[src/rtl/core/i2cmq_pkg.sv]
package i2cmq_pkg;

  localparam int unsigned BYTE_W = 8;

  // request codes
  typedef enum logic [2:0] {
    REQ_BEGIN  = 3'd0,
    REQ_WRITE  = 3'd1,
    REQ_COUNT  = 3'd2,
    REQ_STOP   = 3'd3,
    REQ_POP    = 3'd4,
    REQ_EVENT  = 3'd5
  } req_e;

  // bus actions handed back with each result
  typedef enum logic [2:0] {
    ACT_NONE     = 3'd0,
    ACT_START    = 3'd1,
    ACT_SEND     = 3'd2,
    ACT_CONTINUE = 3'd3,
    ACT_ACK      = 3'd4,
    ACT_NACK     = 3'd5,
    ACT_RELEASE  = 3'd6,
    ACT_STOP     = 3'd7
  } action_e;

  // master status codes, prescaler bits masked
  localparam logic [7:0] ST_START        = 8'h08;
  localparam logic [7:0] ST_RESTART      = 8'h10;
  localparam logic [7:0] ST_MT_SLA_ACK   = 8'h18;
  localparam logic [7:0] ST_MT_SLA_NACK  = 8'h20;
  localparam logic [7:0] ST_MT_DATA_ACK  = 8'h28;
  localparam logic [7:0] ST_MT_DATA_NACK = 8'h30;
  localparam logic [7:0] ST_MR_SLA_ACK   = 8'h40;
  localparam logic [7:0] ST_MR_SLA_NACK  = 8'h48;
  localparam logic [7:0] ST_MR_DATA_ACK  = 8'h50;
  localparam logic [7:0] ST_MR_DATA_NACK = 8'h58;

  // queue controls from the sequencer
  typedef struct packed {
    logic push;
    logic pop;
  } fifo_ctrl_t;

  // queue status towards the sequencer
  typedef struct packed {
    logic empty;
    logic full;
    logic one_left;
  } fifo_stat_t;

endpackage

[src/rtl/core/i2c_master_queue_sequencer_core.sv]
// a request is captured in the request register, decoded, and its result loaded into the result register
// throughput: one request per cycle, results back to back while the output is not stalled
// the pace is set by the single decision stage between the request and result registers
// queue reads use registered ram ports aimed at the next oldest entries, with write bypass
// reset: queues empty, receive count and last status cleared, both channels empty
module i2c_master_queue_sequencer_core #(
  parameter int unsigned QUEUE_DEPTH = 16,
  localparam int unsigned CNT_W = $clog2(QUEUE_DEPTH + 1)
) (
  input  logic             clk_i,
  input  logic             rst_ni,
  input  logic             in_valid_i,
  output logic             in_stall_o,
  input  logic [2:0]       req_type_i,
  input  logic [6:0]       bus_address_i,
  input  logic             read_request_i,
  input  logic [7:0]       tx_byte_i,
  input  logic [7:0]       byte_count_i,
  input  logic [7:0]       bus_status_i,
  input  logic [7:0]       rx_byte_i,
  output logic             out_valid_o,
  input  logic             out_stall_i,
  output logic             accepted_o,
  output logic [2:0]       bus_action_o,
  output logic [7:0]       out_byte_o,
  output logic [7:0]       last_status_o,
  output logic [CNT_W-1:0] rx_count_o,
  output logic [7:0]       bytes_left_o,
  output logic             tx_empty_o
);

  // request register
  logic       in_valid_q;
  logic [2:0] req_type_q;
  logic [6:0] bus_address_q;
  logic       read_request_q;
  logic [7:0] tx_byte_q;
  logic [7:0] byte_count_q;
  logic [7:0] bus_status_q;
  logic [7:0] rx_byte_q;

  // result register
  logic                     out_valid_q;
  logic                     accepted_q, accepted_d;
  i2cmq_pkg::action_e       bus_action_q, bus_action_d;
  logic [7:0]               out_byte_q, out_byte_d;

  // sequencer state
  logic [7:0] pending_q, pending_d;
  logic [7:0] status_q, status_d;

  logic out_free;
  logic fire;

  i2cmq_pkg::fifo_ctrl_t tx_ctrl, rx_ctrl;
  i2cmq_pkg::fifo_stat_t tx_stat, rx_stat;
  logic [7:0]            tx_wdata;
  logic [7:0]            tx_head_data;
  logic [7:0]            tx_next_data;
  logic [7:0]            rx_head_data;
  logic [8:0]            pend_sum;
  logic [7:0]            pend_ev;
  logic [7:0]            pend_rx;

  // action once the transmit queue has nothing to send
  function automatic i2cmq_pkg::action_e idle_action(input logic [7:0] pend);
    if (pend == 8'd0) begin
      return i2cmq_pkg::ACT_RELEASE;
    end
    return (pend == 8'd1) ? i2cmq_pkg::ACT_NACK : i2cmq_pkg::ACT_CONTINUE;
  endfunction

  // handshake: the result register frees when empty or being taken
  assign out_free   = !out_valid_q || !out_stall_i;
  assign fire       = in_valid_q && out_free;
  assign in_stall_o = in_valid_q && !out_free;

  always_ff @(posedge clk_i or negedge rst_ni) begin
    if (!rst_ni) begin
      in_valid_q  <= 1'b0;
      out_valid_q <= 1'b0;
      pending_q   <= '0;
      status_q    <= '0;
    end else begin
      if (!in_stall_o) begin
        in_valid_q <= in_valid_i;
      end
      if (out_free) begin
        out_valid_q <= fire;
      end
      pending_q <= pending_d;
      status_q  <= status_d;
    end
  end

  // request payload capture
  always_ff @(posedge clk_i) begin
    if (in_valid_i && !in_stall_o) begin
      req_type_q     <= req_type_i;
      bus_address_q  <= bus_address_i;
      read_request_q <= read_request_i;
      tx_byte_q      <= tx_byte_i;
      byte_count_q   <= byte_count_i;
      bus_status_q   <= bus_status_i;
      rx_byte_q      <= rx_byte_i;
    end
  end

  // result payload capture
  always_ff @(posedge clk_i) begin
    if (fire) begin
      accepted_q   <= accepted_d;
      bus_action_q <= bus_action_d;
      out_byte_q   <= out_byte_d;
    end
  end

  assign pend_sum = {1'b0, pending_q} + {1'b0, byte_count_q};
  assign pend_ev  = (bus_status_q == i2cmq_pkg::ST_MR_SLA_NACK) ? 8'd0 : pending_q;
  assign pend_rx  = (pending_q != 8'd0) ? pending_q - 8'd1 : pending_q;

  // request decode and action choice
  always_comb begin
    accepted_d   = 1'b0;
    bus_action_d = i2cmq_pkg::ACT_NONE;
    out_byte_d   = '0;
    tx_ctrl      = '0;
    rx_ctrl      = '0;
    tx_wdata     = tx_byte_q;
    pending_d    = pending_q;
    status_d     = status_q;
    if (fire) begin
      case (i2cmq_pkg::req_e'(req_type_q))
        i2cmq_pkg::REQ_BEGIN: begin
          if (tx_stat.empty) begin
            tx_ctrl.push = 1'b1;
            tx_wdata     = {bus_address_q, read_request_q};
            accepted_d   = 1'b1;
            bus_action_d = i2cmq_pkg::ACT_START;
          end
        end
        i2cmq_pkg::REQ_WRITE: begin
          if (tx_stat.empty) begin
            tx_ctrl.push = 1'b1;
            accepted_d   = 1'b1;
            bus_action_d = i2cmq_pkg::ACT_SEND;
            out_byte_d   = tx_byte_q;
          end else if (!tx_stat.full) begin
            tx_ctrl.push = 1'b1;
            accepted_d   = 1'b1;
          end
        end
        i2cmq_pkg::REQ_COUNT: begin
          pending_d  = pend_sum[8] ? 8'hFF : pend_sum[7:0];
          accepted_d = 1'b1;
        end
        i2cmq_pkg::REQ_STOP: begin
          if (tx_stat.empty && (pending_q == 8'd0)) begin
            accepted_d   = 1'b1;
            bus_action_d = i2cmq_pkg::ACT_STOP;
          end
        end
        i2cmq_pkg::REQ_POP: begin
          if (!rx_stat.empty) begin
            rx_ctrl.pop = 1'b1;
            out_byte_d  = rx_head_data;
          end
          accepted_d = 1'b1;
        end
        i2cmq_pkg::REQ_EVENT: begin
          accepted_d = 1'b1;
          status_d   = bus_status_q;
          case (bus_status_q)
            i2cmq_pkg::ST_MT_SLA_ACK, i2cmq_pkg::ST_MT_SLA_NACK,
            i2cmq_pkg::ST_MT_DATA_ACK, i2cmq_pkg::ST_MT_DATA_NACK,
            i2cmq_pkg::ST_MR_SLA_ACK, i2cmq_pkg::ST_MR_SLA_NACK: begin
              // retire the byte just sent, then load the next one
              pending_d = pend_ev;
              if (!tx_stat.empty) begin
                tx_ctrl.pop = 1'b1;
              end
              if (!tx_stat.empty && !tx_stat.one_left) begin
                bus_action_d = i2cmq_pkg::ACT_SEND;
                out_byte_d   = tx_next_data;
              end else begin
                bus_action_d = idle_action(pend_ev);
              end
            end
            i2cmq_pkg::ST_START, i2cmq_pkg::ST_RESTART: begin
              if (!tx_stat.empty) begin
                bus_action_d = i2cmq_pkg::ACT_SEND;
                out_byte_d   = tx_head_data;
              end else begin
                bus_action_d = idle_action(pending_q);
              end
            end
            i2cmq_pkg::ST_MR_DATA_ACK, i2cmq_pkg::ST_MR_DATA_NACK: begin
              // store while bytes are owed, overwriting the oldest when full
              if (pending_q != 8'd0) begin
                rx_ctrl.push = 1'b1;
                rx_ctrl.pop  = rx_stat.full;
              end
              pending_d = pend_rx;
              if (pend_rx > 8'd1) begin
                bus_action_d = i2cmq_pkg::ACT_ACK;
              end else if (pend_rx == 8'd1) begin
                bus_action_d = i2cmq_pkg::ACT_NACK;
              end else begin
                bus_action_d = i2cmq_pkg::ACT_RELEASE;
              end
            end
            default: begin
              bus_action_d = i2cmq_pkg::ACT_CONTINUE;
            end
          endcase
        end
        default: begin
          accepted_d = 1'b0;
        end
      endcase
    end
  end

  i2cmq_fifo #(
    .DEPTH (QUEUE_DEPTH)
  ) u_tx_fifo (
    .clk_i       (clk_i),
    .rst_ni      (rst_ni),
    .ctrl_i      (tx_ctrl),
    .wdata_i     (tx_wdata),
    .stat_o      (tx_stat),
    .count_o     (),
    .head_data_o (tx_head_data),
    .next_data_o (tx_next_data)
  );

  i2cmq_fifo #(
    .DEPTH (QUEUE_DEPTH)
  ) u_rx_fifo (
    .clk_i       (clk_i),
    .rst_ni      (rst_ni),
    .ctrl_i      (rx_ctrl),
    .wdata_i     (rx_byte_q),
    .stat_o      (rx_stat),
    .count_o     (rx_count_o),
    .head_data_o (rx_head_data),
    .next_data_o ()
  );

  // outputs; state only moves when a result is loaded, so it matches the held result
  assign out_valid_o   = out_valid_q;
  assign accepted_o    = accepted_q;
  assign bus_action_o  = bus_action_q;
  assign out_byte_o    = out_byte_q;
  assign last_status_o = status_q;
  assign bytes_left_o  = pending_q;
  assign tx_empty_o    = tx_stat.empty;

`ifndef SYNTH
  tx_no_overflow: assert property (@(posedge clk_i) disable iff (!rst_ni)
    tx_ctrl.push |-> !tx_stat.full)
    else $error("transmit queue written while full");

  rx_pop_needs_data: assert property (@(posedge clk_i) disable iff (!rst_ni)
    rx_ctrl.pop |-> (!rx_stat.empty && (!rx_ctrl.push || rx_stat.full)))
    else $error("receive queue popped while empty");

  refused_has_no_action: assert property (@(posedge clk_i) disable iff (!rst_ni)
    (out_valid_q && !accepted_q) |-> (bus_action_q == i2cmq_pkg::ACT_NONE))
    else $error("refused request carries a bus action");

  queue_moves_only_on_fire: assert property (@(posedge clk_i) disable iff (!rst_ni)
    !fire |-> (tx_ctrl == '0 && rx_ctrl == '0 && pending_d == pending_q))
    else $error("state changed without a request");

  rx_count_in_range: assert property (@(posedge clk_i) disable iff (!rst_ni)
    rx_count_o <= CNT_W'(QUEUE_DEPTH))
    else $error("receive fill level out of range");
`endif

endmodule

[src/rtl/core/i2cmq_ram.sv]
module i2cmq_ram #(
  parameter int unsigned WIDTH = 8,
  parameter int unsigned DEPTH = 16,
  localparam int unsigned AW = $clog2(DEPTH)
) (
  input  logic             clk_i,
  input  logic             we_i,
  input  logic [AW-1:0]    waddr_i,
  input  logic [WIDTH-1:0] wdata_i,
  input  logic [AW-1:0]    raddr_a_i,
  input  logic [AW-1:0]    raddr_b_i,
  output logic [WIDTH-1:0] rdata_a_o,
  output logic [WIDTH-1:0] rdata_b_o
);

  logic [WIDTH-1:0] mem_q [DEPTH];
  logic [WIDTH-1:0] rdata_a_q;
  logic [WIDTH-1:0] rdata_b_q;

  // one write port, two registered read ports returning old data
  always_ff @(posedge clk_i) begin
    if (we_i) begin
      mem_q[waddr_i] <= wdata_i;
    end
    rdata_a_q <= mem_q[raddr_a_i];
    rdata_b_q <= mem_q[raddr_b_i];
  end

  assign rdata_a_o = rdata_a_q;
  assign rdata_b_o = rdata_b_q;

endmodule

[src/rtl/core/i2cmq_fifo.sv]
module i2cmq_fifo #(
  parameter int unsigned DEPTH = 16,
  localparam int unsigned AW = $clog2(DEPTH),
  localparam int unsigned CNT_W = $clog2(DEPTH + 1)
) (
  input  logic                          clk_i,
  input  logic                          rst_ni,
  input  i2cmq_pkg::fifo_ctrl_t         ctrl_i,
  input  logic [i2cmq_pkg::BYTE_W-1:0]  wdata_i,
  output i2cmq_pkg::fifo_stat_t         stat_o,
  output logic [CNT_W-1:0]              count_o,
  output logic [i2cmq_pkg::BYTE_W-1:0]  head_data_o,
  output logic [i2cmq_pkg::BYTE_W-1:0]  next_data_o
);

  logic [AW-1:0] head_q, head_d;
  logic [AW-1:0] tail_q, tail_d;
  logic          last_push_q, last_push_d;
  logic [AW-1:0] raddr_b;
  logic          fwd_a_q, fwd_a_d;
  logic          fwd_b_q, fwd_b_d;
  logic [i2cmq_pkg::BYTE_W-1:0] fwd_data_q;
  logic [i2cmq_pkg::BYTE_W-1:0] rdata_a;
  logic [i2cmq_pkg::BYTE_W-1:0] rdata_b;

  function automatic logic [AW-1:0] adv(input logic [AW-1:0] idx);
    if (idx == AW'(DEPTH - 1)) begin
      return '0;
    end
    return idx + 1'b1;
  endfunction

  // pointer update; a push with a pop keeps the last-operation flag
  always_comb begin
    head_d      = ctrl_i.push ? adv(head_q) : head_q;
    tail_d      = ctrl_i.pop ? adv(tail_q) : tail_q;
    last_push_d = last_push_q;
    if (ctrl_i.push && !ctrl_i.pop) begin
      last_push_d = 1'b1;
    end else if (ctrl_i.pop && !ctrl_i.push) begin
      last_push_d = 1'b0;
    end
  end

  // the read ports follow the next oldest entry and the one after it
  assign raddr_b = adv(tail_d);
  assign fwd_a_d = ctrl_i.push && (head_q == tail_d);
  assign fwd_b_d = ctrl_i.push && (head_q == raddr_b);

  always_ff @(posedge clk_i or negedge rst_ni) begin
    if (!rst_ni) begin
      head_q      <= '0;
      tail_q      <= '0;
      last_push_q <= 1'b0;
      fwd_a_q     <= 1'b0;
      fwd_b_q     <= 1'b0;
    end else begin
      head_q      <= head_d;
      tail_q      <= tail_d;
      last_push_q <= last_push_d;
      fwd_a_q     <= fwd_a_d;
      fwd_b_q     <= fwd_b_d;
    end
  end

  // bypass for a write that lands on an address being read
  always_ff @(posedge clk_i) begin
    if (ctrl_i.push) begin
      fwd_data_q <= wdata_i;
    end
  end

  i2cmq_ram #(
    .WIDTH (i2cmq_pkg::BYTE_W),
    .DEPTH (DEPTH)
  ) u_ram (
    .clk_i     (clk_i),
    .we_i      (ctrl_i.push),
    .waddr_i   (head_q),
    .wdata_i   (wdata_i),
    .raddr_a_i (tail_d),
    .raddr_b_i (raddr_b),
    .rdata_a_o (rdata_a),
    .rdata_b_o (rdata_b)
  );

  assign head_data_o = fwd_a_q ? fwd_data_q : rdata_a;
  assign next_data_o = fwd_b_q ? fwd_data_q : rdata_b;

  // status and fill level from the current pointers
  always_comb begin
    stat_o.empty    = (head_q == tail_q) && !last_push_q;
    stat_o.full     = (head_q == tail_q) && last_push_q;
    stat_o.one_left = !stat_o.empty && (adv(tail_q) == head_q);
    if (stat_o.full) begin
      count_o = CNT_W'(DEPTH);
    end else if (head_q >= tail_q) begin
      count_o = CNT_W'(head_q - tail_q);
    end else begin
      count_o = CNT_W'(head_q) + CNT_W'(DEPTH) - CNT_W'(tail_q);
    end
  end

endmodule

[config.mk]
export PLATFORM = sky130hd
export DESIGN_NAME = i2c_master_queue_sequencer_core
export DESIGN_NICKNAME = d
export VERILOG_FILES = /design/src/rtl/core/i2cmq_pkg.sv /design/src/rtl/core/i2c_master_queue_sequencer_core.sv /design/src/rtl/core/i2cmq_ram.sv /design/src/rtl/core/i2cmq_fifo.sv
export SDC_FILE = /design/constraint.sdc
export NUM_CORES = 1
export LEC_CHECK = 0
export BUFFER_PORTS_ARGS = -buffer_cell sky130_fd_sc_hd__buf_2
export CAP_MARGIN = 20
export CORE_MARGIN = 2
export CORE_UTILIZATION = 65
export DETAILED_ROUTE_END_ITERATION = 12
export PLACE_DENSITY = 0.88
export SLEW_MARGIN = 20
export SYNTH_ARGS = -nofsm -noshare
export SYNTH_HDL_FRONTEND = slang
export SYNTH_SLANG_ARGS = --single-unit
[constraint.sdc]
create_clock -name clk_i -period 11.31 [get_ports clk_i]
set_clock_uncertainty 0.15 [all_clocks]
set_input_delay 2.262 -clock clk_i [delete_from_list [all_inputs] [get_ports clk_i]]
set_output_delay 2.262 -clock clk_i [all_outputs]
set_load 0.1 [all_outputs]
=== Yosys cells after proc, flatten, opt, wreduce, memory -nomap -nowiden ===
Memories as Yosys holds them, arrays and structs flattened. A register that Yosys moved wholly into a read port is not among the register bits.
Index checks and enable logic that the tools add are counted.

* Bits in registers: 110
* Memory bits (writable): 256
* Bits of input ports: 47
* Output and inout port bits: 36
* Logic and storage cells: 197
* Memories: 2

* $add $sub $neg: 10
* $lt $le $gt $ge: 2
* Eq/ne operators: 30
* Mux-type cells: 85
* Reductions and logical operators: 43

{| class="wikitable"
|+ Memory list
! name !! words !! width !! read ports !! clocked after Yosys merged registers in !! write ports !! line !! RTL
|-
| u_rx_fifo.u_ram.mem_q || 16 || 8 || 1 || 1 || 1 || i2cmq_ram.sv:16 || <nowiki>logic [WIDTH-1:0] mem_q [DEPTH];</nowiki>
|-
| u_tx_fifo.u_ram.mem_q || 16 || 8 || 2 || 2 || 1 || i2cmq_ram.sv:16 ||
|}

{| class="wikitable"
|+ Operators by type and width
! cell !! count
|-
| 2-to-1 mux 8 bit || 13
|-
| 2-to-1 mux 4 bit || 12
|-
| one-hot mux 8 bit (2 select lines) || 3
|-
| 2-to-1 mux 1 bit || 33
|-
| equality test 8 x 7 -> 1 bit (second input constant) || 4
|-
| 2-to-1 mux 3 bit || 10
|-
| equality test 4 bit || 6
|-
| equality test 8 x 1 -> 1 bit (second input constant) || 3
|-
| equality test 8 x 6 -> 1 bit (second input constant) || 3
|-
| one-hot mux 8 bit (3 select lines) || 1
|-
| adder 4 x 1 -> 4 bit (second input constant) || 5
|-
| equality test 4 bit (second input constant) || 5
|-
| logical AND 1 bit || 17
|-
| equality test 8 x 5 -> 1 bit (second input constant) || 2
|-
| logical NOT 8 bit || 2
|-
| logical NOT 1 bit || 12
|-
| 2-to-1 mux 2 bit || 6
|-
| one-hot mux 3 bit (4 select lines) || 1
|-
| 2-to-1 mux 5 bit || 2
|-
| adder 8 x 8 -> 9 bit || 1
|-
| one-hot mux 3 bit (3 select lines) || 1
|-
| equality test 8 x 4 -> 1 bit (second input constant) || 1
|-
| > comparator 8 x 1 -> 1 bit (second input constant) || 1
|-
| nonzero test 8 bit || 1
|-
| other kinds (19) || 25
|}

=== Logic depth before layout (Yosys ltp) ===
Gate-level depths: netlist of the first run.

* Word-level depth: 15
* Depth in mapped cells: 17
* Mapped depth without buffers: 14

=== Cells and area by module ===
From an unflattened synthesis of the first run, not the netlist that was laid out.

* Cells, all modules: 1,188
* Area, all modules: 19,109.6 sq um

{| class="wikitable"
|+ By module, submodules not included
! module !! times used !! cells an instance !! area an instance (sq um) !! sequential area each (sq um)
|-
| i2cmq_ram || 2 || 307 || 6,344.8 || 4,164.0
|-
| i2c_master_queue_sequencer_core || 1 || 329 || 3,736.1 || 2,102.0
|-
| i2cmq_fifo at u_rx_fifo || 1 || 123 || 1,352.5 || 515.5
|-
| i2cmq_fifo at u_tx_fifo || 1 || 122 || 1,331.3 || 515.5
|}

=== Least setup slack after synthesis of the first run ===
No wires, ideal clock.

* Path kind: input-to-reg
* From: input port out_stall_i
* To: register u_tx_fifo.u_ram.rdata_b_q[0], in the netlist u_tx_fifo.u_ram.rdata_b_o[0], read port of u_tx_fifo.u_ram.mem_q
* Setup time: 134 ps
* Arrival: 6,445 ps
* Required time: 11,026 ps
* Setup slack: 4,581 ps
* Stages on the path: 13
* Buffers on the path: 5
* Path through: a21bo_1 inv_1 nand2_1 a211o_2 mux2_2 buf_4 buf_2 clkbuf_1 ha_1 clkbuf_1 clkbuf_1 mux4_2 mux4_2

* Longest elaborated chain between the ends: 8
* Elaborated cells between the ends (all ways): 9
* Classes of those cells: add/sub: 1; eq/ne: 1; mux: 4; reduce/logical: 3

{| class="wikitable"
|+ RTL lines
! element !! line !! RTL
|-
| start: declaration || i2c_master_queue_sequencer_core.sv:22 || <nowiki>input logic out_stall_i,</nowiki>
|-
| logical NOT 1 bit (*) || i2c_master_queue_sequencer_core.sv:74 || <nowiki>assign out_free = !out_valid_q || !out_stall_i;</nowiki>
|-
| logical OR 1 bit (*) || i2c_master_queue_sequencer_core.sv:74 ||
|-
| logical AND 1 bit (*) || i2c_master_queue_sequencer_core.sv:75 || <nowiki>assign fire = in_valid_q && out_free;</nowiki>
|-
| named net fire || i2c_master_queue_sequencer_core.sv:53 || <nowiki>logic fire;</nowiki>
|-
| 2-to-1 mux 2 bit (*) || i2c_master_queue_sequencer_core.sv:132 || <nowiki>if (fire) begin</nowiki>
|-
| 2-to-1 mux 4 bit (*) || i2cmq_fifo.sv:36 || <nowiki>tail_d = ctrl_i.pop ? adv(tail_q) : tail_q;</nowiki>
|-
| named net u_tx_fifo.tail_d[0] || i2cmq_fifo.sv:17 || <nowiki>logic [AW-1:0] tail_q, tail_d;</nowiki>
|-
| parallel branches: the longest is 2 deep, another holds adder 4 x 1 -> 4 bit || - ||
|-
| 2-to-1 mux 4 bit (*) || i2cmq_fifo.sv:30 || <nowiki>return idx + 1'b1;</nowiki>
|-
| end: declaration || i2cmq_ram.sv:18 || <nowiki>logic [WIDTH-1:0] rdata_b_q;</nowiki>
|}

Mark *: on every way through the listed nets, which the timed path passes.
A chain may end at the register's enable or synchronous reset.

=== Worst setup path after layout of the first run ===
* From: input port out_stall_i
* To: register u_tx_fifo.u_ram.rdata_b_q[3], in the netlist u_tx_fifo.u_ram.rdata_b_o[3], read port of u_tx_fifo.u_ram.mem_q

Same word-level chain as after synthesis.

==> impl_metrics.yaml, run 1 <==
run_status:
  outcome: "finished, final reports clean"
yosys:
  synth_top_area_share_pct: 54.2
  synth.cells.most_frequent: "edfxtp_1, nand2_1, nor2_1"
  syn_area_mm2: 0.0181
  synth.area.top_cells: "edfxtp_1, dfrtp_1, mux2i_1"
  syn_nets: 1420
  synthAdderAreaFrac_pct: 2.15
  synth_cell_types: 84
  synth_compound_area_share_pct: 10.2
  synthFlopType: "edfxtp_1"
  synth_top_family_by_area: "multiplexers"
  yosys_warnings: 0
  synth_seq_area_share_pct: 62.2
  yosys.area_share.simple_pct: 9.57
  synthMuxAreaShare_pct: 11.7
  yosysMostFrequentCell: "edfxtp_1"
  synth_xor_area_share_pct: 1.59
  yosysTopAreaCell: "edfxtp_1"
  async_flop_share_pct: 10.0
  synth_seq_cells: 390
  syn_area_per_cell_um2: 13.5
  synth-edff-count: 327
  synth_cells: 1343
clock_network:
  clockBufferDepth: 3
  cts.sinks: 390
  insertion_delay_ns: 0.55
  cts.htree.levels: 2
  post_cts_buffers: 0
  cts.reportedPaths.clkPinSlew_ns: 0.06
  ctsHoldBuffers: 0
  cts.repair.resized: 0
  root_buffer: "clkbuf_16"
  cts_made_buffers: 40
  cts_tree: "yes"
die:
  rows: 61
  coreArea_mm2: 0.0276
  die_area_mm2: 0.0292
  ios: 83
  initial_core_util_pct: 65.6
  fp.dieH_um: 171
  die_width_um: 171
route:
  finalWirelength_mm: 43.7
  first_pass_iters: 5
  vias: 12300
  ant_nets: 0
  vias_per_cell: 6.78
  drcViolationCount: 0
  wire_per_inst_um: 24.1
  drt_iter0_markers: 1723
global_route:
  grt_pass1_wl_mm: 67.0
  grt.overflow.total: 0
  grt_antenna_before_repair: 0
  grt_max_degree: 84
  grt_pass1_vias: 11900
  grtUsageTotal_pct: 30.1
sta:
  fin_crit_sh_pct: 58.3
  fmax_mhz: 152
  tns_ns: 0
  max-slew-margin-rel_pct: 20.9
  tightest_slew_ns: 1.18
  finalCriticalPeriod_ns: 6.59
  hold_viol_final: 0
  setup_viol: 0
  rsz0062_at_grt: "false"
  slew_violations: 0
layout:
  finalInstanceArea_mm2: 0.0203
  regArea_mm2: 0.0113
  fin_util_pct: 73.4
  syn_to_final_growth_pct: 11.8
  drive_gt1_share_pct: 19.6
  nets: 1482
  fill_cells: 1629
  n_antenna_cell: 0
  multiInputGateArea_mm2: 0.00648
  top_regs: "u_rx_fifo.u_ram.mem_q (128), u_tx_fifo.u_ram.mem_q (128)"
placed_design:
  hpwl_mm: 26.6
  portBuffers: 82
  placed_cell_area_mm2: 0.0188
  gp_congestion: 0.900
setup_path:
  worstSetupPathType: "in -> reg"
  crit_required_ns: 11.55
  crit_path_max_fanout: 46
  cp_data_arrival_time_ns: 6.83
  crit_path_start_kind: "primary input"
  critPathCaptureType: "flip-flop"
power:
  power.static_leakage_nw: 6.97
  power_density_mw_per_mm2: 198
  peakVddDrop_v: 0.000135
min_path:
  worst_hold_path_type: "reg -> reg"
flow_run:
  drv_cap: 0
-- cell families after synthesis --
| kind of cell | after synthesis |
|---|---|
| flops | 390 |
| simple gates | 358 |
| compound gates | 263 |
| mux | 163 |
| buf+inv | 107 |
| xor+xnor | 32 |
| fa+ha+maj | 30 |
-- worst paths after layout --
| path | slack (ns) | end | depth (start not counted) | startpoint |
|---|---|---|---|---|
| hold / removal | 0.32 | out_valid_o$_DFFE_PN0N_ | 1 | in_valid_q$_DFFE_PN0N_ |
| max in group asynchronous | 8.71 | u_rx_fifo.head_q[2]$_DFFE_PN0P_ | 1 | rst_ni |
| min in group asynchronous | 1.70 | u_tx_fifo.tail_q[1]$_DFF_PN0_ | 1 | rst_ni |
| hold reg to reg | 0.32 | out_valid_o$_DFFE_PN0N_ | 1 | in_valid_q$_DFFE_PN0N_ |
| setup / recovery | 4.72 | u_tx_fifo.u_ram.rdata_b_o[3]$_DFF_P_ | 11 | out_stall_i |
| setup reg to reg | 6.11 | u_rx_fifo.u_ram.rdata_a_o[1]$_DFF_P_ | 15 | u_rx_fifo.tail_q[2]$_DFF_PN0_ |
-- stage by stage --
stage / total power [mW] / worst slack [ns] / std cells / hold slack, ns
floorplan: 2.42 / 4.58 / 1343 / 0.295
global placement: 2.58 / 4.49 / 1741 / 0.302
detailed placement: 2.61 / 4.25 / 1741 / 0.317
CTS: 4.01 / 4.77 / 1815 / 0.326
global route: 4.15 / 4.46 / 1815 / 0.370
finish: 4.02 / 4.72 / 1815 / 0.325
-- layout by cell type (no fill, tap or decap), drive strengths merged, types with 24 or more instances in the layout --
cell / instances
clkbuf: 48
buf: 96
a21oi: 64
nor2: 90
inv: 33
dfrtp: 39
o21ai: 35
ha: 28
nand3: 31
edfxtp: 327
dfxtp: 24
nand2: 127
mux2: 51
and2: 31
mux4: 33
a211oi: 37
mux2i: 79
-- where the power goes --
| group | total (mW) | leakage, nW | internal (mW) | switching, mW |
|---|---|---|---|---|
| Sequential | 1.75 | 3.66 | 1.64 | 0.109 |
| Combinational | 0.859 | 2.62 | 0.252 | 0.608 |
| Clock | 1.41 | 0.688 | 0.840 | 0.569 |
| Total | 4.02 | 6.97 | 2.73 | 1.28 |
-- area by class of cell --
class                   count  area share [%]
clock buffers              48            5.23
clock inverters            26            1.75
inverters                  31           0.574
multi-input cells         846            31.9
flip-flops and latches    390            55.6
well taps                 378            2.33
repair buffers             96            2.54
-- layer usage --
layer	GRT usage, %	part of all wire, %
met2	47.5	47
met1	40.7	38
met4	13.0	3.8
met3	6.66	11
met5	0	0
-- worst max-delay path, stage by stage --
cell,delay (ns)
buf_2,0.11
a21bo_1,0.30
inv_1,0.58
nand2_1,0.48
a211o_2,0.55
mux2i_1,0.36
inv_1,0.16
ha_2,0.34
buf_4,0.57
mux4_2,0.60
mux4_2,0.49
Note: power is estimated with default switching activity, not from simulation.
==> run 2: changes to the inputs <==
Settings changed: CORE_UTILIZATION 65 to 62, PLACE_DENSITY 0.88 to 0.84.
Clock period 11.31 ns to 6.2 ns, I/O delays scaled along.
==> run 2 against run 1 <==
Effect of this change:
- setup slack lost 3.5 ns
- clock power grew 71%
- sequential share of layout area grew 0.12 points
- final area shrank 0.22%
- routed wire length shrank 2.1%
- sequential power grew 83%
- count of clock-buffer cells in the layout grew 12
- highest routed layer unchanged
==> impl_metrics.yaml, run 2 (synthesis gave the netlist of run 1 again) <==
run_status:
  outcome: "finished, final reports clean"
global_route:
  grt.overflow.total: 0
  grt_pass1_wl_mm: 66.1
  grt_pass1_vias: 12000
  grt_antenna_before_repair: 0
  grtUsageTotal_pct: 28.0
  grt_max_degree: 84
setup_path:
  crit_path_max_fanout: 31
  crit_family: "multiplexers"
  critPathCaptureType: "flip-flop"
  crit_required_ns: 6.47
  critPathMaxStageDelay_ns: 0.78
  worstSetupStartpoint: "out_stall_i"
  r2r_start: "u_rx_fifo.tail_q[2]$_DFF_PN0_"
  crit_path_start_kind: "primary input"
  slowest_stage: "ha_2"
  path_buf_inv: 4
  path_cells: "buf_2 -> a21bo_1 -> inv_1 -> nand2_1 -> a211o_2 -> mux2i_1 -> inv_1 -> ha_2 -> buf_12 -> mux4_2 -> mux4_2"
  worstSetupPathType: "in -> reg"
  cp_data_arrival_time_ns: 5.26
placed_design:
  portBuffers: 82
  gp_congestion: 0.909
  dp_slack_ns: 0.737
  hpwl_mm: 26.5
route:
  ant_nets: 0
  drcViolationCount: 0
  first_pass_iters: 7
  vias_per_cell: 6.62
  wire_per_inst_um: 23.5
  finalWirelength_mm: 42.8
  drt_iter0_markers: 1636
  vias: 12100
clock_network:
  clockBufferDepth: 3
  root_buffer: "clkbuf_16"
  post_cts_buffers: 0
  cts.htree.levels: 2
  cts_tree: "yes"
  cts_made_buffers: 40
  cts.reportedPaths.clkPinSlew_ns: 0.06
  cts.sinks: 390
  insertion_delay_ns: 0.55
  cts.repair.resized: 0
  ctsHoldBuffers: 0
power:
  peakVddDrop_v: 0.000248
  power.static_leakage_nw: 6.94
  power_density_mw_per_mm2: 354
flow_run:
  drv_cap: 0
layout:
  fin_util_pct: 70.3
  regArea_mm2: 0.0113
  final_cell_mix: "edfxtp_1, nand2_1, nor2_1"
  n_antenna_cell: 0
  final_common_cell: "edfxtp_1"
  multiInputGateArea_mm2: 0.00647
  top_regs: "u_rx_fifo.u_ram.mem_q (128), u_tx_fifo.u_ram.mem_q (128)"
  drive_gt1_share_pct: 18.8
  fill_cells: 1818
  syn_to_final_growth_pct: 11.6
  nets: 1484
die:
  coreArea_mm2: 0.0288
  ios: 83
  initial_core_util_pct: 63.0
  fp.dieH_um: 175
  rows: 62
  die_width_um: 175
  die_area_mm2: 0.0306
sta:
  max-slew-margin-rel_pct: 22.4
  fmax_mhz: 200
  tightest_slew_ns: 1.16
  fin_crit_sh_pct: 80.5
  slew_violations: 0
  hold_viol_final: 0
  rsz0062_at_grt: "false"
  tns_ns: 0
  setup_ws_ns: 1.21
  finalCriticalPeriod_ns: 4.99
  setup_viol: 0
min_path:
  min_from: "in_valid_q$_DFFE_PN0N_"
  worst_hold_path_type: "reg -> reg"
-- run 2: changes by cell type in the layout (fill, tap and decap cells not counted), sizes merged --
cell / previous run / this run
clkinv: 14 / 9
clkbuf: 48 / 60
bufinv: 7 / 3
inv: 33 / 32
buf: 96 / 98
clkinvlp: 3 / 1
-- run 2: metal layers --
| layer | track usage, % | part of all wire, % | wire length, um |
|---|---|---|---|
| met1 | 38.9 | 39 | 16800 |
| met2 | 44.1 | 47 | 20000 |
| met3 | 4.96 | 10 | 4280 |
| met4 | 11.7 | 4.1 | 1740 |
| met5 | 0 | 0 | 0 |
-- run 2: stage by stage --
stage | power [mW] | hold WS [ns] | instance area, um^2 | instances
after floorplan | 4.42 | 0.295 | 18100 | 1343
after global placement | 4.73 | 0.304 | 18900 | 1749
after detailed placement | 4.77 | 0.322 | 18900 | 1749
after CTS | 7.16 | 0.336 | 20200 | 1823
after global routing | 7.43 | 0.366 | 20200 | 1823
final | 7.17 | 0.329 | 20200 | 1823
-- run 2: where the power goes --
group	total, mW	switching [mW]	leakage (nW)	internal (mW)
Sequential	3.20	0.210	3.66	2.99
Combinational	1.56	1.09	2.64	0.468
Clock	2.41	1.01	0.642	1.40
-- run 2: layout make-up --
type	count	share of cell area, %
clock buffers	60	5.57
multi-input cells	846	32.0
repair buffers	98	2.75
clock inverters	14	1.01
flip-flops and latches	390	55.7
inverters	31	0.575
well taps	384	2.38
-- run 2: final timing paths --
check	endpoint	slack, ns	cells past startpoint
setup / recovery	u_tx_fifo.u_ram.rdata_b_o[4]$_DFF_P_	1.21	11
hold / removal	out_valid_o$_DFFE_PN0N_	0.33	1
setup reg to reg	u_rx_fifo.u_ram.rdata_a_o[6]$_DFF_P_	1.44	13
hold reg to reg	out_valid_o$_DFFE_PN0N_	0.33	1
max in group asynchronous	u_rx_fifo.tail_q[1]$_DFF_PN0_	4.62	1
min in group asynchronous	last_status_o[3]$_DFFE_PN0P_	0.68	1
